==> config.mk <==
export PLATFORM = sky130hd
export DESIGN_NAME = gpa_front
export DESIGN_NICKNAME = d
export VERILOG_FILES = /design/src/rtl/gpa_pkg.sv /design/src/rtl/gpa_front.sv
export SDC_FILE = /design/constraint.sdc
export NUM_CORES = 1
export LEC_CHECK = 0
export ABC_AREA = 0
export BUFFER_PORTS_ARGS = -buffer_cell sky130_fd_sc_hd__buf_2
export CORE_UTILIZATION = 54
export DETAILED_ROUTE_END_ITERATION = 7
export GPL_ROUTABILITY_DRIVEN = 0
export HOLD_SLACK_MARGIN = 0.15
export MAX_ROUTING_LAYER = met4
export PLACE_DENSITY = 0.78
export SETUP_SLACK_MARGIN = 0.4
export SYNTH_ARGS = -nofsm -noshare
export SYNTH_HDL_FRONTEND = slang
export SYNTH_SLANG_ARGS = --single-unit
==> constraint.sdc <==
create_clock -name i_clk -period 12.05 [get_ports i_clk]
set_input_delay 2.41 -clock i_clk [delete_from_list [all_inputs] [get_ports i_clk]]
set_output_delay 2.41 -clock i_clk [all_outputs]
set_load 0.05 [all_outputs]
==> src/rtl/gpa_pkg.sv <==
`timescale 1ns / 1ps

package gpa_pkg;

    localparam int FRAC_BITS_DEF = 24;
    localparam int HALF_SPAN_DEF = 100;
    localparam int FIFO_DEPTH    = 4;

    // s and the log2 mantissa are Q0.32 / Q1.31
    localparam int SQ_W = 32;
    // -log2(s) and -ln(s) in Q32 with up to six integer bits
    localparam int L2_W = 38;

    // ln 2 rounded to Q32
    localparam logic [31:0] LN2_Q32 = 32'hB17217F8;

    typedef struct packed {
        logic acc;
        logic neg;
    } t_ctl;

    // bits needed for |a - H| over an 8-bit uniform input
    function automatic int ada_w(input int h);
        int m;
        m = (h > 255 - h) ? h : 255 - h;
        return $clog2(m + 1);
    endfunction

endpackage

==> src/rtl/gpa_front.sv <==
`timescale 1ns / 1ps

module gpa_front #(
    parameter int UNIFORM_HALF_SPAN = gpa_pkg::HALF_SPAN_DEF
) (
    input  logic                 i_clk,
    input  logic                 i_rst_n,
    input  logic                 i_valid,
    output logic                 o_stall,
    input  logic [31:0]          i_spectrum_power,
    input  logic [7:0]           i_uniform_a,
    input  logic [7:0]           i_uniform_b,
    input  logic                 i_full,
    output logic                 o_valid,
    output logic [31:0]          o_power,
    output logic [2*gpa_pkg::ada_w(UNIFORM_HALF_SPAN)-1:0] o_ada2,
    output logic [2*gpa_pkg::ada_w(UNIFORM_HALF_SPAN):0]   o_n,
    output gpa_pkg::t_ctl        o_ctl
);

    localparam int AW  = gpa_pkg::ada_w(UNIFORM_HALF_SPAN);
    localparam int A2W = 2 * AW;
    localparam int NW  = A2W + 1;
    localparam logic [NW-1:0] D_N = NW'(UNIFORM_HALF_SPAN * UNIFORM_HALF_SPAN);

    logic              r_valid;
    logic [31:0]       r_power;
    logic [A2W-1:0]    r_ada2;
    logic [NW-1:0]     r_n;
    gpa_pkg::t_ctl     r_ctl;

    logic signed [AW:0] w_da, w_db;
    logic [AW-1:0]      w_ada, w_adb;
    logic [A2W-1:0]     n_ada2, w_adb2;
    logic [NW-1:0]      n_n;
    gpa_pkg::t_ctl      n_ctl;

    assign o_stall = r_valid && i_full;

    always_comb begin
        w_da   = $signed((AW+1)'(i_uniform_a)) - $signed((AW+1)'(UNIFORM_HALF_SPAN));
        w_db   = $signed((AW+1)'(i_uniform_b)) - $signed((AW+1)'(UNIFORM_HALF_SPAN));
        w_ada  = w_da[AW] ? AW'(-w_da) : AW'(w_da);
        w_adb  = w_db[AW] ? AW'(-w_db) : AW'(w_db);
        n_ada2 = A2W'(w_ada) * A2W'(w_ada);
        w_adb2 = A2W'(w_adb) * A2W'(w_adb);
        n_n    = NW'(n_ada2) + NW'(w_adb2);
        n_ctl.acc = (n_n != '0) && (n_n < D_N);
        n_ctl.neg = w_da[AW];
    end

    always_ff @(posedge i_clk) begin
        if (!i_rst_n) begin
            r_valid <= 1'b0;
        end else if (!o_stall) begin
            r_valid <= i_valid;
        end
    end

    always_ff @(posedge i_clk) begin
        if (!o_stall && i_valid) begin
            r_power <= i_spectrum_power;
            r_ada2  <= n_ada2;
            r_n     <= n_n;
            r_ctl   <= n_ctl;
        end
    end

    assign o_valid = r_valid;
    assign o_power = r_power;
    assign o_ada2  = r_ada2;
    assign o_n     = r_n;
    assign o_ctl   = r_ctl;

endmodule

== Yosys cells after proc, flatten, opt, wreduce, memory -nomap -nowiden ==
Index checks and enable logic that the tools add are counted.

* Register bits after elaboration: 68
* Latch bits: 0
* RAM bits: 0
* ROM bits: 0
* Bits of input ports: 52
* Output and inout port bits: 69
* Word-level logic and storage cells: 21
* Memories kept: 0

* Add/subtract/negate cells: 5
* $mul: 2
* Div/mod/pow operators: 0
* Order comparisons: 1
* Equal/unequal tests: 0
* Shift-type cells: 0
* Muxes and demuxes: 2
* Bitwise gates (word level): 0
* Reduce and logical (&&, ||, !) cells: 5

{| class="wikitable"
|+ Operator list
! operator !! number
|-
| $mul 8x8->16 || 2
|-
| $sub 8x7->9 const B || 2
|-
| $add 16x16->17 || 1
|-
| $lt 17x14->1 const B || 1
|-
| $reduce_bool 17->1 || 1
|-
| $mux 8 || 2
|-
| $neg 8->8 || 2
|-
| $logic_and 1x1->1 || 3
|-
| $logic_not 1->1 || 1
|}

== Longest topological paths before layout ==
* Depth in word-level cells: 7
* Depth in mapped cells: 35
* Depth with buffers taken out: 34

== Worst setup path before layout ==
No wires, ideal clock.

* Kind: input-to-reg
* Start point: input port i_uniform_a[2]
* End point: register r_ctl (netlist bit o_ctl[1]) (data pin)
* Library setup time: 0.266 ns
* Arrival: 9.939 ns
* Data required time: 11.784 ns
* Setup slack: 1.845 ns
* Stages: 34
* Buffers on the path: 0
* Path through: inv_1 -> ha_1 -> nand2b_1 -> a31o_2 -> a21oi_1 -> xor2_1 -> nor2_1 -> inv_1 -> fa_1 -> inv_1 -> fa_1 -> ha_1 -> inv_1 -> fa_1 -> inv_1 -> ha_1 -> nor2b_1 -> o21ai_0 -> nand2_1 -> xnor2_1 -> fa_1 -> fa_1 -> inv_1 -> fa_1 -> inv_1 -> fa_1 -> inv_1 -> ha_1 -> and3_1 -> a221oi_1 -> xnor2_1 -> nor4_1 -> a41o_1 -> a211oi_1

{| class="wikitable"
|+ RTL lines
! item !! RTL line !! text
|-
| from (decl) || gpa_front.sv:11 || <nowiki>input logic [7:0] i_uniform_a,</nowiki>
|-
| to (signal assigned) || gpa_front.sv:65 || <nowiki>r_ctl <= n_ctl;</nowiki>
|-
| to (decl) || gpa_front.sv:30 || <nowiki>gpa_pkg::t_ctl r_ctl;</nowiki>
|}

==> summary.txt <==
Outcome
  – Status: complete, but fails checks
  – Failing checks: DRC

CTS
  – H-tree Lvls: 3
  – Quantity of gates resized following cts: 0
  – Clock transition at path regs: 0.06 ns
  – Setup Buffers After CTS: 0
  – Clock latency on the worst-skew pair: 0.33 ns
  – Clock sink total: 67
  – Hold buffers post-CTS: 0
  – Clk root buf: clkbuf_16
  – CTS buffer count: 9
  – Clk buf depth: 2
  – CTS tree: done

Detailed routing
  – Iteration-0 DRC Markers: 277
  – Pre-Repair DR Iteration Count: 8
  – DRT antenna net count: 0
  – Final WL: 13500 um
  – Per-cell routed wire length: 14.8 um
  – DRC viols: 4
  – Routed vias/inst: 5.34
  – Via count: 4868

GRT
  – Largest net degree at the start of global routing: 40
  – Initial antenna violation count: 0
  – Total gr overflow: 0
  – Overall Global Routing Usage: 23.2%
  – Vias in the first global route: 5045
  – Global-route wire length before repair: 22300 um

Synth
  – Netlist cell types: 63
  – Number of flops mapped to enable cells by yosys: 66
  – Avg Synthesized Cell Area: 10.3 um2
  – Synthesized area: 0.00653 mm2
  – Syn Inst Count: 637
  – Area leader, netlist: edfxtp_1
  – Post-synthesis async set-or-reset flop share: 0%
  – Yosys warns: 0
  – Synth top area cells: edfxtp_1, fa_1, ha_1
  – Main synth FF type: edfxtp_1
  – Register bit total from synthesis: 67
  – Sequential fraction of the synthesis area: 30.7%
  – Yosys top cell area share: 30.4%

Die
  – FP Rows: 39
  – DIE AREA: 0.0125 mm2
  – Die X: 112 um
  – Die Y: 112 um
  – Core area: 0.0116 mm2
  – I/O pin count: 121
  – Starting density of the core: 56.2%

Min path
  – Min-Delay Path Class: reg -> reg

Worst setup path
  – Critical path buffers and inverters: 7
  – CP delay by family, top: adder cells
  – Critical Path AT: 10.92 ns
  – Most Frequent Cell on Critical Path: fa_1
  – Kind of critical path: in -> reg
  – Slowest CP cell: xor2_1
  – Critical path required time: 12.21 ns
  – CP Max Fanout: 11
  – FF-to-FF Start: o_valid
  – Worst path depth: 32
  – CP peak stage delay: 0.64 ns
  – Critical path origin: i_uniform_a[2]
  – Worst Setup Start Kind: input port
  – Reg-to-reg slack, setup: 10.00 ns
  – Critical path endpoint category: flop
  – Reg2Reg Depth: 3
  – Capture point of the worst reg-to-reg path: o_power[0]
  – CP endpoint: o_ctl[1]

Timing
  – Max_slew headroom: 41.7%
  – Final Hold Vio Count: 0
  – Tmin final: 10.76 ns
  – Unrepaired setup endpoints after global routing: no
  – Setup Skew: 0.00520 ns
  – Worst Max-Slew Pin Slew: 0.868 ns
  – Setup TNS: 0 ns
  – Final setup violation count: 0
  – Fmax: 92.9 MHz
  – Slew Limit Fails: 0
  – Period utilization: 89.3%

Finish
  – Share of cells above drive strength 1: 21.6%
  – Final instance area: 0.00760 mm2
  – Fin nets: 949
  – Area Overhead vs Synth: 16.4%
  – Diode count: 0

Place
  – Cell Area, Placed: 0.00730 mm2
  – # port buffers: 119
  – DP HPWL: 10900 um

Run
  – Max Cap Viol: 0
## final cells by class
type / instances / area [um2]
fillers: 926 / 4020
clock inverters: 7 / 75.1
clock buffers: 9 / 225
well taps: 143 / 179
repair buffers: 122 / 618
multi-input cells: 430 / 4000
flip-flops and latches: 67 / 2000
inverters: 134 / 503
## worst register-to-register path, stage by stage, from the launching register on
cell	delay (ns)
dfxtp_1	0.30
and2_1	0.18
nor2b_4	0.63
buf_4	0.57
## synth_stat cells, types with 9 or more instances
| library cell | count |
|---|---|
| inv_1 | 132 |
| ha_1 | 68 |
| edfxtp_1 | 66 |
| fa_1 | 65 |
| nor2_1 | 61 |
| nand2_1 | 29 |
| xnor2_1 | 27 |
| o21ai_0 | 16 |
| a21oi_1 | 15 |
| xor2_1 | 14 |
| nor3_1 | 13 |
| o211ai_1 | 11 |
| or2_2 | 11 |
| a211oi_1 | 9 |
| nand2b_1 | 9 |
## flip-flops by register name, indices dropped and copies added, names as in the netlist
register / cells
o_ada2: 15
o_ctl: 2
o_n: 17
o_power: 32
o_valid: 1
## kinds of logic after synthesis
family	synth area share [%]
fa+ha+maj	33.0
compound gates	10.6
mux	0.479
other cells	0.115
flops	30.7
simple gates	11.1
buf+inv	8.32
xor+xnor	5.75
## per-layer routing
layer | part of all wire, % | vias up | wire (um) | global-route usage [%]
met2 | 53 | 116 | 7140 | 42.3
met4 | 3.7 | 0 | 499 | 10.5
li1 | - | 2363 | - | -
met1 | 39 | 2349 | 5310 | 24.6
met5 | 0 | - | 0 | -
met3 | 3.7 | 40 | 504 | 3.92
## worst min-delay path by stage
stage,slack (ns),start,endpoint,cells after the start
after global placement,0.64,o_valid,o_valid,2
final,0.68,o_valid,o_valid,2
after CTS,0.69,o_valid,o_valid,2
after floorplan,1.15,o_valid,o_valid,2
after detailed placement,0.66,o_valid,o_valid,2
after global routing,0.73,o_valid,o_valid,2
## cell usage in the layout (no fill, tap or decap), types with 5 or more instances in the layout
master and instances:
nand2_1 29, o21ai_0 16, buf_2 119, xnor2_1 27, edfxtp_1 66, clkbuf_16 9, o21a_1 5, o211ai_1 11
inv_1 132, a21oi_1 15, nand3_1 5, fa_1 65, nor3_1 13, a211oi_1 9, a21o_1 7, xor2_1 14
or2_2 11, ha_1 68, nor2_1 61, nand2b_1 9
## stage by stage
stage               setup slack [ns]  std cells  hold slack (ns)  utilization (%)
floorplan                       1.85        638             1.15                -
global placement                1.24        896            0.641             62.8
detailed placement             0.902        896            0.659             62.8
CTS                             1.25        912            0.687             65.4
global route                   0.693        912            0.733             65.4
finish                          1.29        912            0.680             65.4
Power is not shown: default switching activity piles up to over one toggle a cycle in this logic, so the estimate is an artifact.
