## config.mk

```make
export PLATFORM = sky130hd
export DESIGN_NAME = gpa_sqrt
export DESIGN_NICKNAME = d
export VERILOG_FILES = /design/src/rtl/gpa_sqrt.sv
export SDC_FILE = /design/constraint.sdc
export NUM_CORES = 2
export LEC_CHECK = 0
export BUFFER_PORTS_ARGS = -buffer_cell sky130_fd_sc_hd__buf_2
export CAP_MARGIN = 20
export CORE_MARGIN = 5
export CORE_UTILIZATION = 57
export DETAILED_ROUTE_END_ITERATION = 10
export GPL_TIMING_DRIVEN = 0
export MAX_ROUTING_LAYER = met4
export PLACE_DENSITY = 0.84
export SLEW_MARGIN = 25
export SYNTH_ARGS = -nofsm -noshare
export SYNTH_HDL_FRONTEND = slang
export SYNTH_SLANG_ARGS = --single-unit
```

## constraint.sdc

```tcl
create_clock -name i_clk -period 3.2 [get_ports i_clk]
set_input_delay 0.32 -clock i_clk [delete_from_list [all_inputs] [get_ports i_clk]]
set_output_delay 0.32 -clock i_clk [all_outputs]
set_load 0.02 [all_outputs]
```

## src/rtl/gpa_sqrt.sv

```systemverilog
`timescale 1ns / 1ps

module gpa_sqrt #(
    parameter int PAY_W = 1
) (
    input  logic             i_clk,
    input  logic             i_rst_n,
    input  logic             i_en,
    input  logic             i_valid,
    input  logic [63:0]      i_x,
    input  logic [PAY_W-1:0] i_pay,
    output logic             o_valid,
    output logic [31:0]      o_root,
    output logic [PAY_W-1:0] o_pay
);

    logic             w_valid [33];
    logic [63:0]      w_x     [33];
    logic [33:0]      w_rem   [33];
    logic [31:0]      w_root  [33];
    logic [PAY_W-1:0] w_pay   [33];

    assign w_valid[0] = i_valid;
    assign w_x[0]     = i_x;
    assign w_rem[0]   = '0;
    assign w_root[0]  = '0;
    assign w_pay[0]   = i_pay;

    // one root bit a stage, two radicand bits brought down each time
    for (genvar g = 0; g < 32; g++) begin : g_digit
        localparam int K = 31 - g;
        logic [35:0] w_t;
        logic [35:0] w_try;
        logic        w_ge;
        logic [33:0] n_rem;
        logic [31:0] n_root;
        logic             r_valid;
        logic [63:0]      r_x;
        logic [33:0]      r_rem;
        logic [31:0]      r_root;
        logic [PAY_W-1:0] r_pay;

        always_comb begin
            w_t    = {w_rem[g], w_x[g][2*K+1 -: 2]};
            w_try  = 36'({w_root[g], 2'b01});
            w_ge   = w_t >= w_try;
            n_rem  = w_ge ? 34'(w_t - w_try) : w_t[33:0];
            n_root = {w_root[g][30:0], w_ge};
        end

        always_ff @(posedge i_clk) begin
            if (!i_rst_n) begin
                r_valid <= 1'b0;
            end else if (i_en) begin
                r_valid <= w_valid[g];
            end
        end

        always_ff @(posedge i_clk) begin
            if (i_en) begin
                r_x    <= w_x[g];
                r_rem  <= n_rem;
                r_root <= n_root;
                r_pay  <= w_pay[g];
            end
        end

        assign w_valid[g+1] = r_valid;
        assign w_x[g+1]     = r_x;
        assign w_rem[g+1]   = r_rem;
        assign w_root[g+1]  = r_root;
        assign w_pay[g+1]   = r_pay;
    end

    assign o_valid = w_valid[32];
    assign o_root  = w_root[32];
    assign o_pay   = w_pay[32];

endmodule

```

### Word level (Yosys, flattened, before mapping)

Cells that the tools add are included.

* order comparisons: 32
* $add $sub $neg: 31
* mux-type cells: 31

Operator list (count)
* two-way mux 34 bit: 30
* greater-or-equal comparator 36 x 10 -> 1 bit: 1
* greater-or-equal comparator 36 x 11 -> 1 bit: 1
* greater-or-equal comparator 36 x 12 -> 1 bit: 1
* greater-or-equal comparator 36 x 13 -> 1 bit: 1
* greater-or-equal comparator 36 x 14 -> 1 bit: 1
* greater-or-equal comparator 36 x 15 -> 1 bit: 1
* greater-or-equal comparator 36 x 16 -> 1 bit: 1
* greater-or-equal comparator 36 x 17 -> 1 bit: 1
* greater-or-equal comparator 36 x 18 -> 1 bit: 1
* greater-or-equal comparator 36 x 19 -> 1 bit: 1
* greater-or-equal comparator 36 x 20 -> 1 bit: 1
* greater-or-equal comparator 36 x 21 -> 1 bit: 1
* greater-or-equal comparator 36 x 22 -> 1 bit: 1
* greater-or-equal comparator 36 x 23 -> 1 bit: 1
* greater-or-equal comparator 36 x 24 -> 1 bit: 1
* greater-or-equal comparator 36 x 25 -> 1 bit: 1
* greater-or-equal comparator 36 x 26 -> 1 bit: 1
* greater-or-equal comparator 36 x 27 -> 1 bit: 1
* greater-or-equal comparator 36 x 28 -> 1 bit: 1
* greater-or-equal comparator 36 x 29 -> 1 bit: 1
* greater-or-equal comparator 36 x 3 -> 1 bit: 1
* greater-or-equal comparator 36 x 30 -> 1 bit: 1
* greater-or-equal comparator 36 x 31 -> 1 bit: 1
* other kinds (41): 41

* input bits: 69
* logic and storage cells: 253
* register bits after elaboration: 2607
* output and inout bits: 34

### Depth between registers and ports, before layout

* depth after elaboration: 2
* depth in mapped cells: 14

### Worst setup path before layout

OpenSTA, ideal clock, no wires.

* path type: register to register
* start: register g_digit[28].r_rem[11]
* end: register g_digit[29].r_rem[12] (data pin)
* period minus slack after synthesis: 3249 ps
* stages on the path, launching flop included: 11
* data arrival time: 2986 ps
* slack: -49 ps
* buffers on the path: 1
* cell sequence: edfxtp_1 > ha_1 > a211oi_1 > nand2_1 > nor4b_1 > a21oi_1 > a21bo_2 > a21o_1 > a21oi_1 > clkbuf_1 > mux2_1

* cells in the longest elaborated chain, start to end: 2

Ends and longest elaborated chain
* from (decl): line 39 `logic [33:0] r_rem;`
* from (signal assigned): line 62 `r_rem <= n_rem;`
* greater-or-equal comparator 36 x 31 -> 1 bit: line 46 `w_ge = w_t >= w_try;`
* two-way mux 34 bit: line 47 `n_rem = w_ge ? 34'(w_t - w_try) : w_t[33:0];`
* via g_digit[29].n_rem[12]: line 35 `logic [33:0] n_rem;`
* to (signal assigned): line 62
* to (decl): line 39

The timed path passes the listed nets, and every way through them passes these cells.
A chain may end at the register's enable or synchronous reset.

### Worst setup path in the final report

* start: register g_digit[5].r_rem[12]
* end: register g_digit[6].r_rem[25] (data pin)

* cells in the longest elaborated chain, start to end: 2
* elaborated cells between the ends (all ways): 3

Ends and longest elaborated chain (line)
* from (decl): 39
* from (signal assigned): 62
* subtractor 34 x 8 -> 34 bit or greater-or-equal comparator 36 x 8 -> 1 bit (tied branches): 47, 46
* two-way mux 34 bit *: 47
* via g_digit[6].n_rem[25]: 35
* to (signal assigned): 62
* to (decl): 39

Mark *: on every way through the listed nets, which the timed path passes. The rest lies on a longest branch.

==> qor.yml <==
critical_path.most_common_cell: "or4_4"
final-setup-viol-count: 12
cp_slowest_cell: "or4_4"
regToRegEndpoint: "g_digit[6].r_rem[25]"
relSlewSlack_pct: 36.0
worstPathArrival_ns: 3.90
dp_hpwl_um: 181000
clk_pin_slew_ns: 0.07
regToRegStartpoint: "g_digit[5].r_rem[12]"
drt-wirelength-per-cell_um: 20.8
ir_drop_mv: 0.872
wirelength_met1_um: 109000
route.met2.wl_um: 139000
synth.largest_area_cell: "edfxtp_1"
start_util_pct: 57.2
crit_family: "simple AND/OR/NAND/NOR gates"
fillers: 14506
worst-path-stages: 10
syn-cell-area_mm2: 0.120
synth_nets: 9894
synth_edf_count: 2555
routabilityCongestion: 0.916
ys_ff_latch: 2587
place_inst: 12189
final-instance-count-excl-fill: 12968
synthDistinctLibCells: 95
wl_um: 269000
worstPathRequired_ns: 3.84
drive_above_1_share_pct: 14.8
cts.path.max_buffers: 4
dieArea_mm2: 0.219
post-route-period-util_pct: 102
via_per_inst: 5.82
syn_area_per_cell_um2: 12.9
run_status: "complete, but fails checks"
met3_length_um: 12000
worst_slew_pin_slew_ns: 0.945
postSynthCellCount: 9263
cts_buffers: 285
postSynth.asyncResetShare_pct: 0
top_layer_used: "met4"
core_mm2: 0.209
slowest_delay_ns: 0.56
grt_max_degree: 150
firstDrtPassIters: 6
yosysSeqAreaShare_pct: 64.6
grt_pass1_wl_um: 416000
fin_total_pwr_mw: 99.6
dr_total_vias: 75500
cp-end-kind: "flip-flop"
area_growth_pct: 16.8
insertion_delay_ns: 0.93
worstSetupStartpointType: "flip-flop"
skew_ns: 0.0497
ff2ff_path_depth: 10
violations: "negative setup slack"
crit_chain: "or4_4, or4_4, or3_4, nor4_4, and3_4, or3_4, or4_4, buf_8, nor4_4, xor2_1"
final_util_pct: 66.8
cp-endpoint: "g_digit[6].r_rem[25]"
final_nets: 10589
ctsRootBufferMaster: "clkbuf_16"
tritoncts: "done"
yosysWarnings: 0
rrSetupSlack_ns: -0.06
rsz0062_at_grt: "yes"
grt_pass1_vias: 75255
path_class: "flip-flop to flip-flop"
fin_ws_ns: -0.0584
cts.sinks: 2587
grt_antenna_before_repair: 2
pre_cts_slack_ns: -1.48
path_max_fanout: 5
grt-ovfl-total: 0
grt_usage_pct: 24.6
synth_ff_type: "edfxtp_1"
fin_crit_ns: 3.26
drt-initial-drc-count: 6206
synth_area_leaders: "edfxtp_1 (64%), ha_1 (5.9%), xnor2_1 (3.3%)"
power_density_mw_per_mm2: 711
ant_nets: 0
hold_path.class: "primary input to flip-flop"
die_x_um: 468
hold_violations: 0
max_freq_ghz: 0.307
io_pins: 103
port_buffers: 102
cts_max_level: 5
worstSetupStartpoint: "g_digit[5].r_rem[12]"
dieHeight_um: 468
cp_num_buf_inv: 1
core.rowCount: 168
synth_top_area_share_pct: 64.0
drv_slew: 0
cap_violations: 0
drc: 0
p_leak_nw: 53.4
## flip-flops by register name, summed over array words and instances, names as in the netlist
register and cells:
g_digit.r_root 496, g_digit.r_valid 31, g_digit.r_x 992, o_valid 1
o_pay 1, o_root 32, g_digit.r_rem 1003, g_digit.r_pay 31
## cell usage after synthesis (37+ instances only)
library cell / number
a211oi_1: 37
a21o_1: 231
a21oi_1: 642
a31oi_1: 53
and3_1: 48
clkbuf_1: 156
edfxtp_1: 2555
ha_1: 562
inv_1: 697
mux2_2: 70
mux2i_1: 42
nand2_1: 635
nand2b_1: 105
nand3_1: 150
nand4_1: 112
nor2_1: 594
nor2b_1: 123
nor3_1: 214
nor4_1: 114
o211ai_1: 46
o21a_1: 105
o21ai_0: 415
o21bai_1: 38
o31ai_1: 44
or2_2: 47
or3_1: 71
or4_1: 51
xnor2_1: 451
xor2_1: 409
## worst min path at each step
stage / end / startpoint / cells past startpoint
2_1_floorplan: g_digit[10].r_pay / g_digit[9].r_pay / 0
3_3_place_gp: g_digit[13].r_x[1] / g_digit[12].r_x[1] / 0
3_5_place_dp: g_digit[10].r_pay / g_digit[9].r_pay / 0
4_1_cts: g_digit[0].r_x[60] / i_x[60] / 2
5_1_grt: g_digit[0].r_x[25] / i_en / 2
6_report: g_digit[0].r_x[25] / i_en / 2
## metrics by stage
| step | cell area (um2) | hold WS (ns) | setup TNS, ns |
|---|---|---|---|
| final | 140000 | 0.0173 | -0.204 |
| after global routing | 140000 | 0.0399 | -4.65 |
| after CTS | 137000 | 0.00657 | -0.792 |
| after detailed placement | 124000 | 0.405 | -967.34 |
| after global placement | 124000 | 0.400 | - |
| after floorplan | 120000 | 0.400 | 0 |
## power breakdown
part	total [mW]	switching [mW]	internal (mW)
logic	22.0	12.4	9.51
clock network	31.8	12.8	19.0
registers	45.8	3.10	42.7
## cell families after synthesis
logic type / count (synthesis) / share of synthesized area (%)
AO/OA/AOI/OAI: 1835 / 9.41
AND/OR/NAND/NOR: 2427 / 10.1
XOR/XNOR: 860 / 6.29
adder cells (fa/ha/maj): 562 / 5.87
buffers and inverters: 877 / 2.76
multiplexers: 114 / 1.03
other: 1 / 0.00313
flip-flops: 2587 / 64.6
## timing repair
action                                 4_1_cts  5_1_grt
cloned                                       5        3
endpoints found under the hold margin      200        0
gates resized for setup                    454      452
hold buffers                                74        0
pin swaps                                   92      162
setup endpoints to repair                  907      679
setup buffers                              106      140
## area by class of cell
cell class                      count  area (um2)  share of cell area [%]
Inverter                          702        2660                    1.90
Tap cell                         2805        3510                    2.51
Clock buffer                      342        7420                    5.30
Clock inverter                    146        1530                    1.09
Antenna cell                        4        10.0                 0.00715
Sequential cell                  2587       77400                    55.3
Multi-Input combinational cell   5799       42600                    30.4
Buffer                            134         861                   0.615
Timing Repair Buffer              449        4010                    2.87
## routing by layer
layer  vias up  GRT usage [%]
met5         -              -
met4         0           7.67
met3       668           3.10
met2      2312           42.8
met1     36864           30.3
li1      35656              -
## placed cells by master (no fill, tap or decap), drive strengths merged, types with 231 or more instances in the layout
master	Yosys	layout
ha	562	562
a21o	231	231
xor2	409	409
xnor2	451	451
o21ai	429	429
clkbuf	156	439
nor2	595	595
a21oi	642	642
nand2	635	635
inv	701	706
edfxtp	2555	2555
buf	19	412
(Power assumes the default switching activity.)
