<file path="src/rtl/gpa_div.sv">
`timescale 1ns / 1ps

module gpa_div #(
    parameter int NUM_W = 16,
    parameter int DEN_W = 8,
    parameter int Q_W   = 8,
    parameter int PAY_W = 1
) (
    input  logic             i_clk,
    input  logic             i_rst_n,
    input  logic             i_en,
    input  logic             i_valid,
    input  logic [NUM_W-1:0] i_num,
    input  logic [DEN_W-1:0] i_den,
    input  logic [PAY_W-1:0] i_pay,
    output logic             o_valid,
    output logic [Q_W-1:0]   o_quo,
    output logic [PAY_W-1:0] o_pay
);

    localparam int CW = (NUM_W > DEN_W + Q_W) ? NUM_W : DEN_W + Q_W;

    logic             w_valid [Q_W+1];
    logic [NUM_W-1:0] w_rem   [Q_W+1];
    logic [DEN_W-1:0] w_den   [Q_W+1];
    logic [Q_W-1:0]   w_quo   [Q_W+1];
    logic [PAY_W-1:0] w_pay   [Q_W+1];

    assign w_valid[0] = i_valid;
    assign w_rem[0]   = i_num;
    assign w_den[0]   = i_den;
    assign w_quo[0]   = '0;
    assign w_pay[0]   = i_pay;

    // one quotient bit a stage, most significant first
    for (genvar g = 0; g < Q_W; g++) begin : g_stage
        localparam int K = Q_W - 1 - g;
        logic [CW-1:0]    w_sub;
        logic             w_ge;
        logic [NUM_W-1:0] n_rem;
        logic [Q_W-1:0]   n_quo;
        logic             r_valid;
        logic [NUM_W-1:0] r_rem;
        logic [DEN_W-1:0] r_den;
        logic [Q_W-1:0]   r_quo;
        logic [PAY_W-1:0] r_pay;

        always_comb begin
            w_sub = CW'(w_den[g]) << K;
            w_ge  = CW'(w_rem[g]) >= w_sub;
            n_rem = w_ge ? NUM_W'(CW'(w_rem[g]) - w_sub) : w_rem[g];
            n_quo = w_ge ? (w_quo[g] | (Q_W'(1) << K)) : w_quo[g];
        end

        always_ff @(posedge i_clk) begin
            if (!i_rst_n) begin
                r_valid <= 1'b0;
            end else if (i_en) begin
                r_valid <= w_valid[g];
            end
        end

        always_ff @(posedge i_clk) begin
            if (i_en) begin
                r_rem <= n_rem;
                r_den <= w_den[g];
                r_quo <= n_quo;
                r_pay <= w_pay[g];
            end
        end

        assign w_valid[g+1] = r_valid;
        assign w_rem[g+1]   = r_rem;
        assign w_den[g+1]   = r_den;
        assign w_quo[g+1]   = r_quo;
        assign w_pay[g+1]   = r_pay;
    end

    assign o_valid = w_valid[Q_W];
    assign o_quo   = w_quo[Q_W];
    assign o_pay   = w_pay[Q_W];

endmodule

</file>
<file path="config.mk">
export PLATFORM = sky130hd
export DESIGN_NAME = gpa_div
export DESIGN_NICKNAME = d
export VERILOG_FILES = /design/src/rtl/gpa_div.sv
export SDC_FILE = /design/constraint.sdc
export NUM_CORES = 1
export LEC_CHECK = 0
export BUFFER_PORTS_ARGS = -buffer_cell sky130_fd_sc_hd__buf_2
export CAP_MARGIN = 20
export CORE_MARGIN = 2
export CORE_UTILIZATION = 25
export DETAILED_ROUTE_END_ITERATION = 10
export GPL_TIMING_DRIVEN = 0
export PLACE_DENSITY = 0.35
export RECOVER_POWER = 100
export SYNTH_ARGS = -nofsm -noshare
export SYNTH_HDL_FRONTEND = slang
export SYNTH_SLANG_ARGS = --single-unit
</file>
<file path="constraint.sdc">
create_clock -name i_clk -period 4 [get_ports i_clk]
set_input_delay 0.4 -clock i_clk [delete_from_list [all_inputs] [get_ports i_clk]]
set_output_delay 0.4 -clock i_clk [all_outputs]
set_load 0.02 [all_outputs]
</file>
# After elaboration in Yosys (flattened, before gate mapping)
# Cells that the tools add are included.
[op_classes]
addsub = 7
order_cmp = 8
mux = 8
[ops]
columns = ["operator", "n"]
rows = [
  ["16-bit 2-to-1 mux", 7],
  ["16-bit by 10-bit greater-or-equal comparator with 1-bit output", 1],
  ["16-bit by 11-bit greater-or-equal comparator with 1-bit output", 1],
  ["16-bit by 12-bit greater-or-equal comparator with 1-bit output", 1],
  ["16-bit by 13-bit greater-or-equal comparator with 1-bit output", 1],
  ["16-bit by 14-bit greater-or-equal comparator with 1-bit output", 1],
  ["16-bit by 15-bit greater-or-equal comparator with 1-bit output", 1],
  ["16-bit by 8-bit greater-or-equal comparator with 1-bit output", 1],
  ["16-bit by 9-bit greater-or-equal comparator with 1-bit output", 1],
  ["16-bit by 10-bit subtractor with 16-bit output", 1],
  ["16-bit by 11-bit subtractor with 16-bit output", 1],
  ["16-bit by 12-bit subtractor with 16-bit output", 1],
  ["16-bit by 13-bit subtractor with 16-bit output", 1],
  ["16-bit by 14-bit subtractor with 16-bit output", 1],
  ["16-bit by 15-bit subtractor with 16-bit output", 1],
  ["16-bit by 9-bit subtractor with 16-bit output", 1],
  ["8-bit 2-to-1 mux", 1],
]
[totals]
regBits = 248
in_bits = 29
output_inout_bits = 10
elab_cells = 68

# Depth between registers and ports, before layout
[depth]
ltp_word = 2
mapped_depth = 11
mapped_depth_nobuf = 10

# Worst setup path after synthesis
# Ideal clock, no wire load.
[synth_path]
kind = "register to register"
startpoint = "register g_stage[0].r_rem[6]"
endpoint = "register g_stage[1].r_rem[12] (data pin)"
setup_time_ns = 0.260
t_arrival_ns = 2.193
path_slack_ns = 1.546
path_stages_with_launch = 11
n_path_buf = 1
path_cell_list = "edfxtp_1 inv_1 ha_1 inv_1 fa_1 a211oi_1 o41ai_2 a41oi_1 o211ai_2 buf_6 mux2_4"
[synth_between]
elab_chain_cells = 2
elab_cells_between_ends = 3
cone_classes = "add/sub: 1; order compare: 1; mux: 1"
[synth_lines]
columns = ["item", "line", "rtl"]
rows = [
  ["start, declared", "43", "logic [NUM_W-1:0] r_rem;"],
  ["start signal, assigned", "65", "r_rem <= n_rem;"],
  ["16-bit by 14-bit greater-or-equal comparator with 1-bit output", "50", "w_ge = CW'(w_rem[g]) >= w_sub;"],
  ["net g_stage[1].w_ge", "39", "logic w_ge;"],
  ["16-bit 2-to-1 mux", "51", "n_rem = w_ge ? NUM_W'(CW'(w_rem[g]) - w_sub) : w_rem[g];"],
  ["net g_stage[1].n_rem[12]", "40", "logic [NUM_W-1:0] n_rem;"],
  ["end signal, assigned", "65", ""],
  ["end, declared", "43", ""],
]
# The timed path passes the listed nets, and every way through them passes these cells.
# A chain may end at the register's enable or synchronous reset.

# Worst setup path in the final report
[layout_path]
startpoint = "input port i_num[7]"
endpoint = "register g_stage[0].r_rem[7] (data pin)"
[layout_between]
elab_chain_cells = 2
elab_cells_between_ends = 3
cone_classes = "add/sub: 1; order compare: 1; mux: 1"
[layout_lines]
columns = ["item", "line", "rtl"]
rows = [
  ["start, declared", "13", "input logic [NUM_W-1:0] i_num,"],
  ["16-bit by 15-bit subtractor with 16-bit output or 16-bit by 15-bit greater-or-equal comparator with 1-bit output (tied branches)", "51, 50", ""],
  ["16-bit 2-to-1 mux (*)", "51", ""],
  ["net g_stage[0].n_rem[7]", "40", ""],
]
# The timed path passes the listed nets; every way through them passes the cells marked *.

==> impl_summary.md <==
Placed design
The placed cell area is 11,800 sq um. Detailed placement finished with a half-perimeter wire length of 15.6 mm. Port buffering added 38 buffers.

The final estimated routing congestion in global placement is 0.862. The worst slack at placement is about 0.67 ns.

Logic synthesis
Synthesis inferred 220 register bits. The number of nets in the synthesized netlist is 968. The cell area that synthesis handed to floorplanning was 10,900 sq um. Synthesis instantiated 66 different standard cells from the library.

After synthesis, the cell types taking the most area are edfxtp_1 (59%), ha_1 (7.4%), inv_1 (2.9%), a21oi_1 (2.5%), xnor2_1 (2.3%). Synthesis handed over a netlist of 868 instances. The synthesized design spends more area on one cell type than any other, namely edfxtp_1.

The number of synthesized flops with an enable pin is 212. The share of async-settable or async-resettable flops after synthesis is 0. The share of Yosys cell area claimed by the top area cell type is 0.585.

The total of warnings raised by yosys is 0. The mean instance size in the synthesized netlist is 12.5 sq um. The prevailing post-synth register cell is edfxtp_1. The share of the Yosys chip area taken by registers is 0.600.

Status
The final reports fail on capacitance limit, slew limit. The flow ran to the end, but the final reports show violations.

Hold path
In this run the worst hold path is classified as in -> reg.

Floorplan
39 I/O pins were placed. The region available for standard cell placement spans 43,000 sq um. The die span in y is around 210 microns. For this configuration, the core starts out at a cell density of 0.253. The total die area is 45,200 sq um. Measured along the x axis, the die boundary spans 213 microns. After floorplanning, the core was divided into between 70 and 80 placement rows.

Routing
The number of design rule violations left after detail routing is 0. The average via count per standard cell is 4.23. The remaining number of nets flagged by the antenna check after routing is 0. After detailed routing, the total wire length is 21.6 mm. The number of search-and-repair iterations in the first detailed-routing pass is 4.

Dividing the detail-routed wire length by the instance count gives between 10 and 15 microns. The DRC marker count from the first detailed-route iteration is 268. Detailed routing inserted a total of between 6,000 and 7,000 vias.

Setup path
The critical path goes through buf_2, inv_1, ha_1, nor4b_1, a21boi_0, o22ai_1, o41ai_1, clkbuf_1, o21ai_0. The endpoint kind of the worst setup timing path is a flop. The category of cells accounting for the largest share of critical-path delay is compound AO/OA/AOI/OAI gates. The highest cell delay on the worst timing path is 1.27 ns. The cell with the biggest individual delay on the critical path is o41ai_1.

The number of buffers and inverters on the critical path is 3. The kind of critical path is in -> reg. The worst setup path is launched from a primary input. The maximum net fanout on the critical path is 10. The data arrival at the endpoint of the critical path is 3.45 ns. At the worst endpoint, the required time is 4.28 ns.

Global routing
Summed over all layers, the global routing overflow is 0. The first global-routing pass estimated 35.7 mm of wire. The number of antenna violations at the first check in global routing is 0. The global-route total usage across every layer is 0.0999. Entering global routing, the biggest net connects 123 pins. The number of global-route vias before repair came to 6,950.

Clocking
The worst-case clock buffer depth is 3. TritonCTS built the clock tree. The number of clock buffers added by TritonCTS is 29. After clock tree synthesis, the clock-pin slew on the worst setup and hold paths is approximately 0.060 ns. The tree is rooted in a clkbuf_16. The H-tree depth is 1. The number of buffers inserted by post-CTS setup repair is 0. Hold repair after CTS inserted 0 buffers. Clock tree synthesis found a total of between 200 and 250 sinks. The later pin in the worst-skew pair is clocked with a latency of 0.55 ns. Post-CTS repair changed the size of 0 cells.

Timing
The worst setup slack after layout is between 0.8 and 0.9 ns. The final cycle utilization of the critical path is 0.794. The number of failing hold endpoints at the final stage is 0. Based on the critical path, the design can be clocked at up to 0.315 GHz. For the finished layout, the period the worst path requires is approximately 3.2 ns. The number of pins exceeding their max-slew limit in the final report is ~100. The final clock skew is 0.00851 ns. The count of endpoints failing setup in the final report is 0. Measured against its own limit, the worst slew margin works out to -0.551. Setup repair after global routing left no endpoint under its margin.

At the pin with the least slew margin, the transition time is between 2 and 2.5 ns.

Final layout
The area of combinational cells with multiple inputs is about 3900 sq um. The layout overhead on the synthesized area is 15.6%. In the final layout, the share of cells above drive strength 1 is 0.0753. The net count reported at finish is 1,038. The total inserted antenna cells is 0. The register area is 6530 sq um. Summing all non-filler instances in the final layout gives an area of roughly 13,000 sq um. At the end of the flow the core is filled with cells to 0.293.

The number of filler cells placed in the layout is 4,515.

Power
Overall power consumption after layout is estimated at 7.44 mW. Power spread over the standard cell area amounts to 591 nW/um^2. The peak ir drop on the vdd network is 0.000306 V. The analysis attributes to cell leakage a power of 4.65 nW.

Run
Across the run, the number of max-cap violations was 2.
synthesized netlist by cell type, types with 9 or more instances:
cell type	count
a211oi_1	9
mux2_2	9
nand3_1	15
nor2_1	60
o21ai_0	48
ha_1	64
a21oi_1	54
mux2i_1	14
nor3_1	19
edfxtp_1	212
inv_1	84
xor2_1	19
nor2b_1	22
nand2_1	49
xnor2_1	28
nand2b_1	12
o21a_1	16
cell families after synthesis:
group | Yosys count | synth area share
compound gates | 185 | 0.108
xor+xnor | 47 | 0.0379
fa+ha+maj | 71 | 0.0865
buf+inv | 95 | 0.0344
flops | 220 | 0.600
mux | 27 | 0.0270
simple gates | 223 | 0.106
flip-flops by register name, summed over array words and instances, names as in the netlist:
name and cells:
g_stage.r_valid 7, o_valid 1, g_stage.r_den 56, g_stage.r_pay 7
g_stage.r_rem 112, o_pay 1, o_quo 8, g_stage.r_quo 28
cell type report:
class / instances / area share
Multi-Input combinational cell: 553 / 0.312
Inverter: 84 / 0.0251
Tap cell: 585 / 0.0582
Clock buffer: 36 / 0.0598
Sequential cell: 220 / 0.519
Buffer: 11 / 0.00388
Clock inverter: 13 / 0.00647
Timing Repair Buffer: 39 / 0.0151
cell usage in the layout (no fill, tap or decap), types with 6 or more instances in the layout:
master and count:
a211oi_1 9, a21boi_0 7, a21o_1 8, a21oi_1 54, a31oi_1 6, buf_2 15, clkbuf_1 39, clkbuf_16 29
clkinv_1 7, dfxtp_1 8, edfxtp_1 212, fa_1 7, ha_1 64, inv_1 84, mux2_2 9, mux2i_1 14
nand2_1 49, nand2b_1 12, nand3_1 15, nor2_1 60, nor2b_1 22, nor3_1 19, nor4_1 8, o21a_1 16
o21ai_0 49, o31ai_1 8, xnor2_1 28, xor2_1 19
through the flow:
stage	hold slack [ns]	TNS, ns	std cells
floorplan	0.400	0	868
global placement	0.402	-113.22	1491
detailed placement	0.405	0	1492
CTS	0.00549	0	1541
global route	0.0118	0	1541
finish	0.0364	0	1541
power by group:
group          switching (mW)  internal, mW  total, mW  leakage (nW)
Clock                   0.937          1.37       2.31         0.410
Sequential              0.233          3.06       3.30          2.11
Combinational            1.01         0.820       1.83          2.13
worst paths after layout:
check	slack (ns)	endpoint	startpoint	depth (start not counted)
hold / removal	0.04	g_stage[0].r_pay$_DFFE_PP_	i_pay	1
setup reg to reg	0.84	g_stage[1].r_rem[13]$_DFFE_PP_	g_stage[0].r_rem[2]$_DFFE_PP_	6
setup / recovery	0.83	g_stage[0].r_rem[7]$_DFFE_PP_	i_num[7]	9
hold reg to reg	0.41	g_stage[6].r_quo[6]$_DFFE_PP_	g_stage[5].r_quo[6]$_DFFE_PP_	0
per-layer routing:
metal,global-route usage,part of all wire,vias up
li1,-,-,3350
met1,0.103,0.39,3019
met2,0.193,0.53,93
met3,0.0198,0.034,62
met4,0.0456,0.045,0
met5,0,0,-
No activity file was read; power rests on OpenSTA's default activity.
