`config.mk`:
```
export PLATFORM = sky130hd
export DESIGN_NAME = gpa_fifo
export DESIGN_NICKNAME = d
export VERILOG_FILES = /design/src/rtl/gpa_pkg.sv /design/src/rtl/gpa_fifo.sv
export SDC_FILE = /design/constraint.sdc
export NUM_CORES = 1
export LEC_CHECK = 0
export BUFFER_PORTS_ARGS = -buffer_cell sky130_fd_sc_hd__buf_2
export CAP_MARGIN = 25
export CORE_MARGIN = 2
export CORE_UTILIZATION = 50
export DETAILED_ROUTE_END_ITERATION = 6
export GPL_ROUTABILITY_DRIVEN = 0
export GPL_TIMING_DRIVEN = 0
export PLACE_DENSITY = 0.74
export SYNTH_ARGS = -nofsm -noshare
export SYNTH_HDL_FRONTEND = slang
export SYNTH_SLANG_ARGS = --single-unit
```
`constraint.sdc`:
```
create_clock -name i_clk -period 1.7 [get_ports i_clk]
set_clock_uncertainty 0.05 [all_clocks]
set_input_delay 0.51 -clock i_clk [delete_from_list [all_inputs] [get_ports i_clk]]
set_output_delay 0.51 -clock i_clk [all_outputs]
set_load 0.02 [all_outputs]
```
`src/rtl/gpa_pkg.sv`:
```
`timescale 1ns / 1ps

package gpa_pkg;

    localparam int FRAC_BITS_DEF = 24;
    localparam int HALF_SPAN_DEF = 100;
    localparam int FIFO_DEPTH    = 4;

    // s and the log2 mantissa are Q0.32 / Q1.31
    localparam int SQ_W = 32;
    // -log2(s) and -ln(s) in Q32 with up to six integer bits
    localparam int L2_W = 38;

    // ln 2 rounded to Q32
    localparam logic [31:0] LN2_Q32 = 32'hB17217F8;

    typedef struct packed {
        logic acc;
        logic neg;
    } t_ctl;

    // bits needed for |a - H| over an 8-bit uniform input
    function automatic int ada_w(input int h);
        int m;
        m = (h > 255 - h) ? h : 255 - h;
        return $clog2(m + 1);
    endfunction

endpackage

```
`src/rtl/gpa_fifo.sv`:
```
`timescale 1ns / 1ps

module gpa_fifo #(
    parameter int WIDTH = 8,
    parameter int DEPTH = gpa_pkg::FIFO_DEPTH
) (
    input  logic             i_clk,
    input  logic             i_rst_n,
    input  logic             i_push,
    input  logic [WIDTH-1:0] i_data,
    output logic             o_full,
    input  logic             i_pop,
    output logic             o_empty,
    output logic [WIDTH-1:0] o_data
);

    localparam int PW = (DEPTH > 1) ? $clog2(DEPTH) : 1;
    localparam int CW = $clog2(DEPTH + 1);

    logic [WIDTH-1:0] r_mem [DEPTH];
    logic [PW-1:0]    r_wr, r_rd;
    logic [CW-1:0]    r_cnt;

    assign o_full  = (r_cnt == CW'(DEPTH));
    assign o_empty = (r_cnt == '0);
    assign o_data  = r_mem[r_rd];

    always_ff @(posedge i_clk) begin
        if (!i_rst_n) begin
            r_wr  <= '0;
            r_rd  <= '0;
            r_cnt <= '0;
        end else begin
            if (i_push) begin
                r_wr <= (r_wr == PW'(DEPTH - 1)) ? '0 : r_wr + PW'(1);
            end
            if (i_pop) begin
                r_rd <= (r_rd == PW'(DEPTH - 1)) ? '0 : r_rd + PW'(1);
            end
            if (i_push && !i_pop) begin
                r_cnt <= r_cnt + CW'(1);
            end else if (!i_push && i_pop) begin
                r_cnt <= r_cnt - CW'(1);
            end
        end
    end

    always_ff @(posedge i_clk) begin
        if (i_push) begin
            r_mem[r_wr] <= i_data;
        end
    end

endmodule

```
---- After elaboration in Yosys (flattened, before gate mapping) ----
Memory sizes are Yosys's and may differ from the RTL's. A register that Yosys moved wholly into a read port is not among the register bits.
Index checks and enable logic that the tools add are counted.
cells by class
  $add $sub $neg .......................... 4
  equality and inequality tests ........... 3
  mux-type cells .......................... 8
  reductions and logical operators ........ 6
operators by type and width
  operator                                                            number
  2-bit two-way mux                                                   4
  3-bit two-way mux                                                   2
  2-bit by 1-bit adder with 2-bit output, second input constant       2
  2-bit == test, second input constant                                2
  3-bit by 1-bit adder with 3-bit output, second input constant       1
  3-bit == test, second input constant                                1
  3-bit logical NOT                                                   1
  3-bit by 1-bit subtractor with 3-bit output, second input constant  1
  1-bit logical AND                                                   2
  1-bit logical NOT                                                   2
  1-bit two-way mux                                                   2
  2-bit nonzero test                                                  1
storage, ports and cells
  flip-flop bits (word level) ............. 7
  RAM bits ................................ 32
  bits of input ports ..................... 12
  output and inout bits ................... 10
  logic and storage cells ................. 25
  memories ................................ 1
memory list
  memory  words  width  read ports  clocked after memory_dff  wr ports  line            source
  r_mem   4      8      1           1                         1         gpa_fifo.sv:20  logic [WIDTH-1:0] r_mem [DEPTH];

---- Depth between registers and ports, before layout ----
Gate-level depths: netlist of run 1.
  depth in word-level cells ............... 4
  mapped depth ............................ 7
  depth with buffers taken out ............ 7

---- Worst setup path after synthesis of run 1 ----
Ideal clock, no wire load.
  kind .................................... input to register
  from .................................... input port i_pop
  to ...................................... register r_cnt[2]
  library setup time ...................... 0.070 ns
  arrival ................................. 1.703 ns
  required time ........................... 1.580 ns
  setup slack ............................. -0.123 ns
  stages on the path ...................... 7
  path buffers ............................ 0
  cell sequence ........................... inv_1 > ha_1 > inv_1 > fa_1 > xor2_1 > or3_1 > a21boi_1
on the way
  cells in the longest elaborated chain, start to end .. 3
  elaborated cells between the ends (all ways) .. 5
  classes of those cells .................. mux: 1; reduce/logical: 4
ends and longest elaborated chain
  element                                                         line            source
  start: declaration                                              gpa_fifo.sv:12  input logic i_pop,
  1-bit logical NOT                                               gpa_fifo.sv:40  if (i_push && !i_pop) begin
  1-bit logical AND                                               gpa_fifo.sv:40
  3-bit two-way mux / 2-bit nonzero test (equally long branches)  n/a
  end signal: assignment                                          gpa_fifo.sv:41  r_cnt <= r_cnt + CW'(1);
  end signal: assignment                                          gpa_fifo.sv:43  r_cnt <= r_cnt - CW'(1);
  end: declaration                                                gpa_fifo.sv:22  logic [CW-1:0] r_cnt;
Parallel ways exist; a longest one is shown, timed or not.
A chain may end at the register's enable or synchronous reset.

==> impl_metrics.py, run 1 <==
metrics = {
    "timing": {
        "post-route-period-util": 1.22,
        "fmax_mhz": 482,
        "timing.final.ws_setup_ps": -376,
        "slew_viol_final": 0,
        "tightestPinTransition_ps": 431,
        "slew_headroom": 0.713,
        "fin_crit_ps": 2080,
        "timing_hold_violations_final": 0,
        "setup_viol": 8,
        "rsz0062_at_grt": "true",
    },
    "logic_synthesis": {
        "synth_cells": 86,
        "synthTopCellsByArea": "edfxtp_1 (59%), dfxtp_1 (11%), mux4_2 (11%), ha_1 (4.6%), mux2i_1 (2.5%)",
        "yosys_warnings": 0,
        "synth_seq_cells": 41,
        "seq_area_frac_synth": 0.706,
        "async_flop_share": 0,
        "synth.distinct_cells": 20,
        "synth_top_cell_by_area": "edfxtp_1",
        "post_synth.cell_area_avg_um2": 18.8,
        "synth_area_um2": 1620,
        "synth_edf_count": 32,
        "synth.top_cell.area_share": 0.595,
        "yosysMostFrequentCell": "edfxtp_1",
        "synth_ff_type": "edfxtp_1",
        "synthesis.nets": 105,
        "synthTopCellsByCount": "edfxtp_1 (32), dfxtp_1 (9), mux4_2 (8), ha_1 (6)",
    },
    "power": {
        "switching_share": 0.237,
        "ir_worst_vdd_v": 0.000638,
        "power_density_nw_per_um2": 1090,
        "power_mw": 2.12,
        "seq_power_share": 0.557,
        "total_leakage_power_nw": 0.705,
        "p_comb_frac": 0.156,
        "p_sw_uw": 501,
        "clock_power_share": 0.287,
        "power.internal_mw": 1.62,
    },
    "run_status": {
        "violations": "negative setup slack",
        "status": "finished, violations left",
    },
    "floorplan": {
        "die_x_um": 60.8,
        "start_util": 0.529,
        "die_area_um2": 3700,
        "rows": 20,
        "ios": 22,
        "coreArea_um2": 3050,
        "die_height_um": 60.8,
    },
    "clock_network": {
        "clk-insertion-delay-late_ps": 350,
        "root_buffer": "clkbuf_4",
        "clockBufferDepth": 2,
        "cts_max_level": 2,
        "numCtsBuffers": 5,
        "cts_hold_buf": 0,
        "cts_sinks": 41,
        "cts_tree": "done",
        "postCtsSetupBuffers": 0,
        "clkTransAtPathRegs_ps": 120,
    },
    "finish": {
        "fin_nets": 133,
        "area_growth_pct": 20.8,
        "n_antenna_cell": 0,
        "stdcell_count": 159,
        "drive_above_1_share": 0.417,
        "fin_area_um2": 1950,
        "nFillCells": 246,
    },
    "setup_path": {
        "crit_end": "o_data[3]",
        "crit_path_max_incr_delay_ps": 530,
        "arrival_ps": 1520,
        "end_kind": "output port",
        "path_max_fanout": 8,
        "crit_type": "reg -> out",
        "r2r_cells": 4,
        "worst_ep_required_time_ps": 1140,
        "critPathLaunchType": "register",
        "rr_startpoint": "r_cnt[0]$_SDFFE_PN0P_",
        "critical_path.slowest_cell": "mux4_2",
        "path_cells": "buf_12 -> mux4_2 -> buf_6",
        "r2r_end": "r_cnt[2]$_SDFFE_PN0P_",
        "regToRegSetupSlack_ps": 230,
    },
    "drt": {
        "wl_um": 2530,
        "ant_nets": 0,
        "via_per_inst": 5.03,
        "avgRoutedWirePerCell_um": 15.9,
        "drc": 0,
        "vias": 799,
        "first_iter_violations": 25,
        "firstDrtPassIters": 3,
    },
    "global_route": {
        "grt_start_max_net_pins": 14,
        "grt_pass1_wl_um": 4030,
        "grt_pass1_vias": 824,
        "antenna_found_initial": 0,
        "track_usage": 0.167,
        "grt_overflow_total": 0,
    },
    "place": {
        "dp.cells": 151,
        "placed_area_um2": 1790,
        "io_buffers": 21,
        "place_hpwl_um": 1750,
    },
    "hold_path": {
        "holdPathStages": 1,
        "hold_path_class": "in -> reg",
    },
    "run": {
        "maxCapViolations": 0,
    },
}
==> cell families (layout without fill, tap and decap cells) <==
| kind of cell | Yosys count | after routing | synth area share |
|---|---|---|---|
| flip-flops | 41 | 41 | 0.706 |
| AND/OR/NAND/NOR | 15 | 15 | 0.0558 |
| multiplexers | 12 | 12 | 0.136 |
| adder cells (fa/ha/maj) | 7 | 7 | 0.0589 |
| buffers and inverters | 6 | 35 | 0.0194 |
| AO/OA/AOI/OAI | 3 | 3 | 0.0124 |
| XOR/XNOR | 2 | 2 | 0.0108 |
==> registers in the layout, indices dropped and copies added, names as in the netlist, named ones only <==
register  flops
r_mem        32
r_cnt         3
r_rd          2
r_wr          2
==> power by group through the flow <==
stage / clock network (mW) / registers, mW / logic (mW)
after floorplan: 0 / 1.18 / 0.195
after global placement: 0 / 1.19 / 0.274
after detailed placement: 0 / 1.19 / 0.284
after CTS: 0.627 / 1.17 / 0.323
after global routing: 0.667 / 1.19 / 0.362
final: 0.608 / 1.18 / 0.331
==> layout by cell type (no fill, tap or decap) <==
master and instances:
clkinv_1 1, mux2i_1 4, or3_1 1, buf_2 11
inv_2 1, fa_2 1, nor2_1 1, o21ai_0 1
xnor2_1 1, bufinv_16 1, a21boi_1 1, dfxtp_1 5
inv_1 2, ha_1 5, ha_4 1, clkbuf_4 5
dfxtp_2 4, xor2_1 1, buf_4 2, edfxtp_1 32
clkbuf_2 1, nor2b_1 5, buf_6 8, inv_4 1
o21a_1 1, and2_1 5, mux4_2 8, nor3_1 1
nor3b_2 1, buf_12 1, clkinvlp_4 1, nor3_2 1
==> layer usage <==
layer  share of wire  track usage
met1            0.39        0.180
met2            0.54        0.280
met3           0.037       0.0469
met4           0.034        0.121
met5               0            0
==> how the worst min path moves through the flow <==
stage,from,end,slack (ps)
finish,i_data[5],r_mem[3][5]$_DFFE_PP_,320
global route,i_data[5],r_mem[3][5]$_DFFE_PP_,290
CTS,i_data[3],r_mem[1][3]$_DFFE_PP_,300
detailed placement,r_cnt[2]$_SDFFE_PN0P_,r_cnt[2]$_SDFFE_PN0P_,450
global placement,r_cnt[2]$_SDFFE_PN0P_,r_cnt[2]$_SDFFE_PN0P_,440
floorplan,r_cnt[2]$_SDFFE_PN0P_,r_cnt[2]$_SDFFE_PN0P_,420
==> critical path, delay by kind of cell (launching register included) <==
kind / cells / cell delay [ps]
DFF: 1 / 350
buffers and inverters: 2 / 290
muxes: 1 / 530
==> final cells by class <==
cell class / instances / area (um2) / share of cell area
well taps: 44 / 55.1 / 0.0282
flip-flops and latches: 41 / 1150 / 0.588
clock inverters: 3 / 41.3 / 0.0212
clock buffers: 5 / 37.5 / 0.0192
repair buffers: 21 / 160 / 0.0821
inverters: 4 / 17.5 / 0.00898
plain buffers: 2 / 25.0 / 0.0128
multi-input cells: 39 / 468 / 0.240
==> repair_timing <==
item | in CTS | in global routing
resized for setup | 18 | 8
pin swaps | 0 | 0
endpoints found under the setup margin | 8 | 10
==> stage by stage <==
| stage | TNS (ps) | util | hold slack, ps | setup WS (ps) |
|---|---|---|---|---|
| after global routing | -3280 | 0.639 | 294 | -425 |
| after floorplan | -35.7 | - | 419 | -35.7 |
| after detailed placement | -394 | 0.587 | 452 | -273 |
| after CTS | -3060 | 0.631 | 299 | -398 |
| after global placement | -287 | 0.587 | 441 | -227 |
| final | -2800 | 0.639 | 316 | -376 |
No activity file was read; power rests on OpenSTA's default activity.
==> run 2, diff against run 1 <==
Settings changed: SLEW_MARGIN from default to 20, TNS_END_PERCENT from default to 1.
==> run 2 against run 1 <==
Compared with the run above: the flow still finishes with violations (negative setup slack); setup slack lost 1.1 ps; design area shrank 1.6%; critical path depth is the same; sequential share of layout area grew 0.96 points; first-iteration DRC count grew 24%; global-route usage shrank 0.23 points; power shrank 1.0%; highest routed layer unchanged.
==> impl_metrics.py, run 2 (same netlist as run 1, synthesis figures left out) <==
metrics = {
    "hold_path": {
        "holdPathStages": 1,
        "hold_path_class": "in -> reg",
    },
    "finish": {
        "nFillCells": 246,
        "fin_nets": 133,
        "regMostFlops": "r_mem",
        "n_antenna_cell": 0,
        "multiInputGateArea_um2": 468,
        "regArea_um2": 1150,
        "largest_reg_flops": 32,
        "area_growth_pct": 18.8,
        "drive_above_1_share": 0.417,
        "stdcell_count": 159,
        "final_cell_mix": "edfxtp_1 (32), buf_2 (16), mux4_2 (8)",
        "layout_commonest_cell": "edfxtp_1",
        "reg.largest.list": "r_mem: 32 flops, r_cnt: 3 flops",
    },
    "timing": {
        "slew_viol_final": 0,
        "timing_hold_violations_final": 0,
        "slew_headroom": 0.713,
        "tightestPinTransition_ps": 431,
        "fmax_mhz": 481,
        "timing.final.ws_setup_ps": -377,
        "setup_viol": 8,
        "fin_crit_ps": 2080,
        "rsz0062_at_grt": "true",
        "post-route-period-util": 1.22,
    },
    "setup_path": {
        "regToRegSetupSlack_ps": 230,
        "arrival_ps": 1520,
        "path_max_fanout": 8,
        "r2r_cells": 4,
        "worst_ep_required_time_ps": 1140,
        "crit_type": "reg -> out",
        "end_kind": "output port",
        "critPathLaunchType": "register",
    },
    "global_route": {
        "track_usage": 0.164,
        "grt_start_max_net_pins": 14,
        "grt_pass1_vias": 820,
        "antenna_found_initial": 0,
        "grt_overflow_total": 0,
        "grt_pass1_wl_um": 3970,
    },
    "drt": {
        "wl_um": 2490,
        "via_per_inst": 5.00,
        "avgRoutedWirePerCell_um": 15.7,
        "ant_nets": 0,
        "drc": 0,
        "vias": 795,
        "first_iter_violations": 31,
        "firstDrtPassIters": 3,
    },
    "floorplan": {
        "die_height_um": 60.8,
        "die_x_um": 60.8,
        "start_util": 0.529,
        "die_area_um2": 3700,
        "coreArea_um2": 3050,
        "ios": 22,
        "rows": 20,
    },
    "power": {
        "total_leakage_power_nw": 0.695,
        "ir_worst_vdd_v": 0.000638,
        "power_density_nw_per_um2": 1090,
    },
    "place": {
        "io_buffers": 21,
        "pre_cts_ws_ps": -273,
        "place_hpwl_um": 1750,
        "dp.cells": 151,
    },
    "run": {
        "maxCapViolations": 0,
    },
    "clock_network": {
        "numCtsBuffers": 5,
        "postCtsSetupBuffers": 0,
        "clockBufferDepth": 2,
        "clk-insertion-delay-late_ps": 350,
        "cts_sinks": 41,
        "root_buffer": "clkbuf_4",
        "cts_max_level": 2,
        "clkTransAtPathRegs_ps": 120,
        "cts_hold_buf": 0,
        "cts_tree": "done",
    },
    "run_status": {
        "status": "finished, violations left",
        "violations": "negative setup slack",
    },
}
-- run 2: stage by stage --
stage	power (mW)	utilization	hold WS (ps)	instance area, um2	setup TNS (ps)
after floorplan	1.38	-	419	1630	-35.7
after global placement	1.46	0.587	441	1790	-287
after detailed placement	1.48	0.587	452	1790	-394
after CTS	2.10	0.619	299	1890	-3080
after global routing	2.19	0.629	294	1920	-3320
final	2.10	0.629	314	1920	-2830
-- run 2: cell type report --
class	instances	share of cell area
Timing Repair Buffer	21	0.0671
Clock buffer	5	0.0196
Inverter	4	0.00913
Sequential cell	41	0.597
Multi-Input combinational cell	39	0.244
Tap cell	44	0.0287
Clock inverter	3	0.0215
Buffer	2	0.0130
-- run 2: layer usage --
metal | global-route usage | vias up | part of all wire
li1 | - | 381 | -
met2 | 0.273 | 19 | 0.53
met1 | 0.178 | 386 | 0.39
met5 | 0 | - | 0
met4 | 0.121 | 0 | 0.035
met3 | 0.0469 | 9 | 0.037
-- run 2: critical path, cell delays in order (launching register included) --
cell,delay [ps]
dfxtp_2,350
buf_12,140
mux4_2,530
buf_6,150
-- run 2: path summary, 6_finish.rpt --
kind                    startpoint               endpoint
max                       register              o_data[3]
min                      i_data[5]  r_mem[3][5]$_DFFE_PP_
max reg2reg  r_cnt[0]$_SDFFE_PN0P_  r_cnt[2]$_SDFFE_PN0P_
min reg2reg  r_cnt[2]$_SDFFE_PN0P_  r_cnt[2]$_SDFFE_PN0P_
-- run 2: what timing repair did --
action / 4_1_cts / 5_1_grt
endpoints found under the hold margin: 0 / 0
gates resized for setup: 6 / 10
endpoints found under the setup margin: 8 / 10
-- run 2: where the power goes --
part | internal (mW) | switching, mW | total (mW)
Combinational | 0.152 | 0.157 | 0.308
Sequential | 1.14 | 0.0363 | 1.18
Clock | 0.304 | 0.305 | 0.609
==> run 3, diff against run 2 <==
Settings changed: PLACE_DENSITY 0.74 to 0.81, REMOVE_ABC_BUFFERS from default to 1, SETUP_SLACK_MARGIN from default to 0.15.
==> run 3 against run 2 <==
Compared with the run above: the flow still finishes with violations (negative setup slack); design area up 2.1%; critical path depth down 1; sequential cell count unchanged; die area unchanged; sequential share of layout area down 0.84 points; power up 8.6%; count of clock-buffer cells in the layout unchanged; wire length down 1.3%; non-clock buffer count down 2; first-iteration DRC count up 19%; global-route usage down 0.060 points; critical path type unchanged; critical endpoint is now o_data[4]; largest power group unchanged.
==> impl_metrics.py, run 3 (same netlist as run 1, synthesis figures left out) <==
metrics = {
    "floorplan": {
        "rows": 20,
        "coreArea_um2": 3050,
        "die_area_um2": 3700,
        "ios": 22,
        "die_x_um": 60.8,
        "start_util": 0.529,
        "die_height_um": 60.8,
    },
    "setup_path": {
        "end_kind": "output port",
        "worst_ep_required_time_ps": 1140,
        "path_max_fanout": 8,
        "critPathLaunchType": "register",
        "arrival_ps": 1490,
        "crit_type": "reg -> out",
    },
    "finish": {
        "fin_area_um2": 1960,
        "post-route-util": 0.642,
        "final_cell_mix": "edfxtp_1 (32), buf_2 (10), mux4_2 (8), buf_6 (7)",
        "area_growth_pct": 21.3,
        "fin_nets": 131,
        "reg.largest.list": "r_mem: 32 flops, r_cnt: 3 flops",
        "largest_reg_flops": 32,
        "drive_above_1_share": 0.416,
        "regMostFlops": "r_mem",
        "n_antenna_cell": 0,
        "layout_commonest_cell": "edfxtp_1",
    },
    "power": {
        "total_leakage_power_nw": 0.710,
        "power_density_nw_per_um2": 1160,
        "power_mw": 2.28,
        "ir_worst_vdd_v": 0.000835,
    },
    "clock_network": {
        "clockBufferDepth": 2,
        "clk-insertion-delay-late_ps": 340,
        "numCtsBuffers": 5,
        "postCtsSetupBuffers": 0,
        "root_buffer": "clkbuf_4",
        "cts_max_level": 2,
        "cts_sinks": 41,
        "clkTransAtPathRegs_ps": 130,
        "cts_tree": "done",
    },
    "timing": {
        "fin_tns_setup_ps": -2770,
        "timing_hold_violations_final": 0,
        "setup_viol": 8,
        "fmax_mhz": 487,
        "slew_headroom": 0.713,
        "slew_viol_final": 0,
        "fin_crit_ps": 2050,
        "timing.final.ws_setup_ps": -355,
        "tightestPinTransition_ps": 430,
        "post-route-period-util": 1.21,
        "rsz0062_at_grt": "true",
    },
    "run_status": {
        "violations": "negative setup slack",
        "status": "finished, violations left",
    },
    "place": {
        "pre_cts_ws_ps": -366,
        "placed_area_um2": 1760,
        "place_hpwl_um": 1730,
        "io_buffers": 21,
    },
    "global_route": {
        "grt_overflow_total": 0,
        "grt_start_max_net_pins": 15,
        "grt_pass1_wl_um": 4080,
        "grt_pass1_vias": 842,
        "track_usage": 0.164,
        "antenna_found_initial": 0,
    },
    "hold_path": {
        "hold_path_class": "in -> reg",
    },
    "drt": {
        "wl_um": 2460,
        "vias": 807,
        "drc": 0,
        "ant_nets": 0,
        "avgRoutedWirePerCell_um": 15.7,
        "firstDrtPassIters": 4,
        "via_per_inst": 5.14,
        "first_iter_violations": 37,
    },
    "run": {
        "maxCapViolations": 0,
    },
}
-- run 3: final cells by class --
| class | count | area (um2) |
|---|---|---|
| repair buffers | 21 | 159 |
| fillers | 230 | 1090 |
| clock inverters | 3 | 68.8 |
| inverters | 4 | 17.5 |
| well taps | 44 | 55.1 |
| multi-input cells | 39 | 468 |
| flip-flops and latches | 41 | 1150 |
| clock buffers | 5 | 37.5 |
-- run 3: critical path, cell delays in order (launching register included) --
cell and delay, ps:
dfxtp_4 460, mux4_2 540, buf_6 150
-- run 3: metal layers --
metal	share of wire	routed length [um]	global-route usage	vias to the layer above
li1	-	-	-	379
met2	0.53	1320	0.270	25
met3	0.052	129	0.0576	6
met1	0.39	969	0.193	397
met5	0	0	0	-
met4	0.019	46	0.0745	0
-- run 3: through the flow --
step | hold WS [ps] | std cells
6_report | 314 | 157
5_1_grt | 286 | 157
4_1_cts | 298 | 157
3_5_place_dp | 447 | 149
3_3_place_gp | 429 | 149
2_1_floorplan | 415 | 84
-- run 3: worst paths after layout --
kind / start / to / slack (ps) / depth (start not counted)
worst max-delay path: register / o_data[4] / -350 / 2
worst min-delay path: i_data[4] / r_mem[1][4]$_DFFE_PP_ / 310 / 1
worst max register to register: r_cnt[0]$_SDFFE_PN0P_ / r_cnt[2]$_SDFFE_PN0P_ / 160 / 4
worst min register to register: r_cnt[2]$_SDFFE_PN0P_ / r_cnt[2]$_SDFFE_PN0P_ / 450 / 2
-- run 3: power by group --
| group | internal [mW] | switching [mW] |
|---|---|---|
| sequential | 1.14 | 0.0458 |
| combinational | 0.160 | 0.144 |
| clock | 0.463 | 0.320 |
-- run 3: timing repair --
action	in CTS	in global routing
cloned	0	0
pin swaps	5	4
hold buffers	0	0
resized for setup	26	7
setup endpoints to repair	11	11
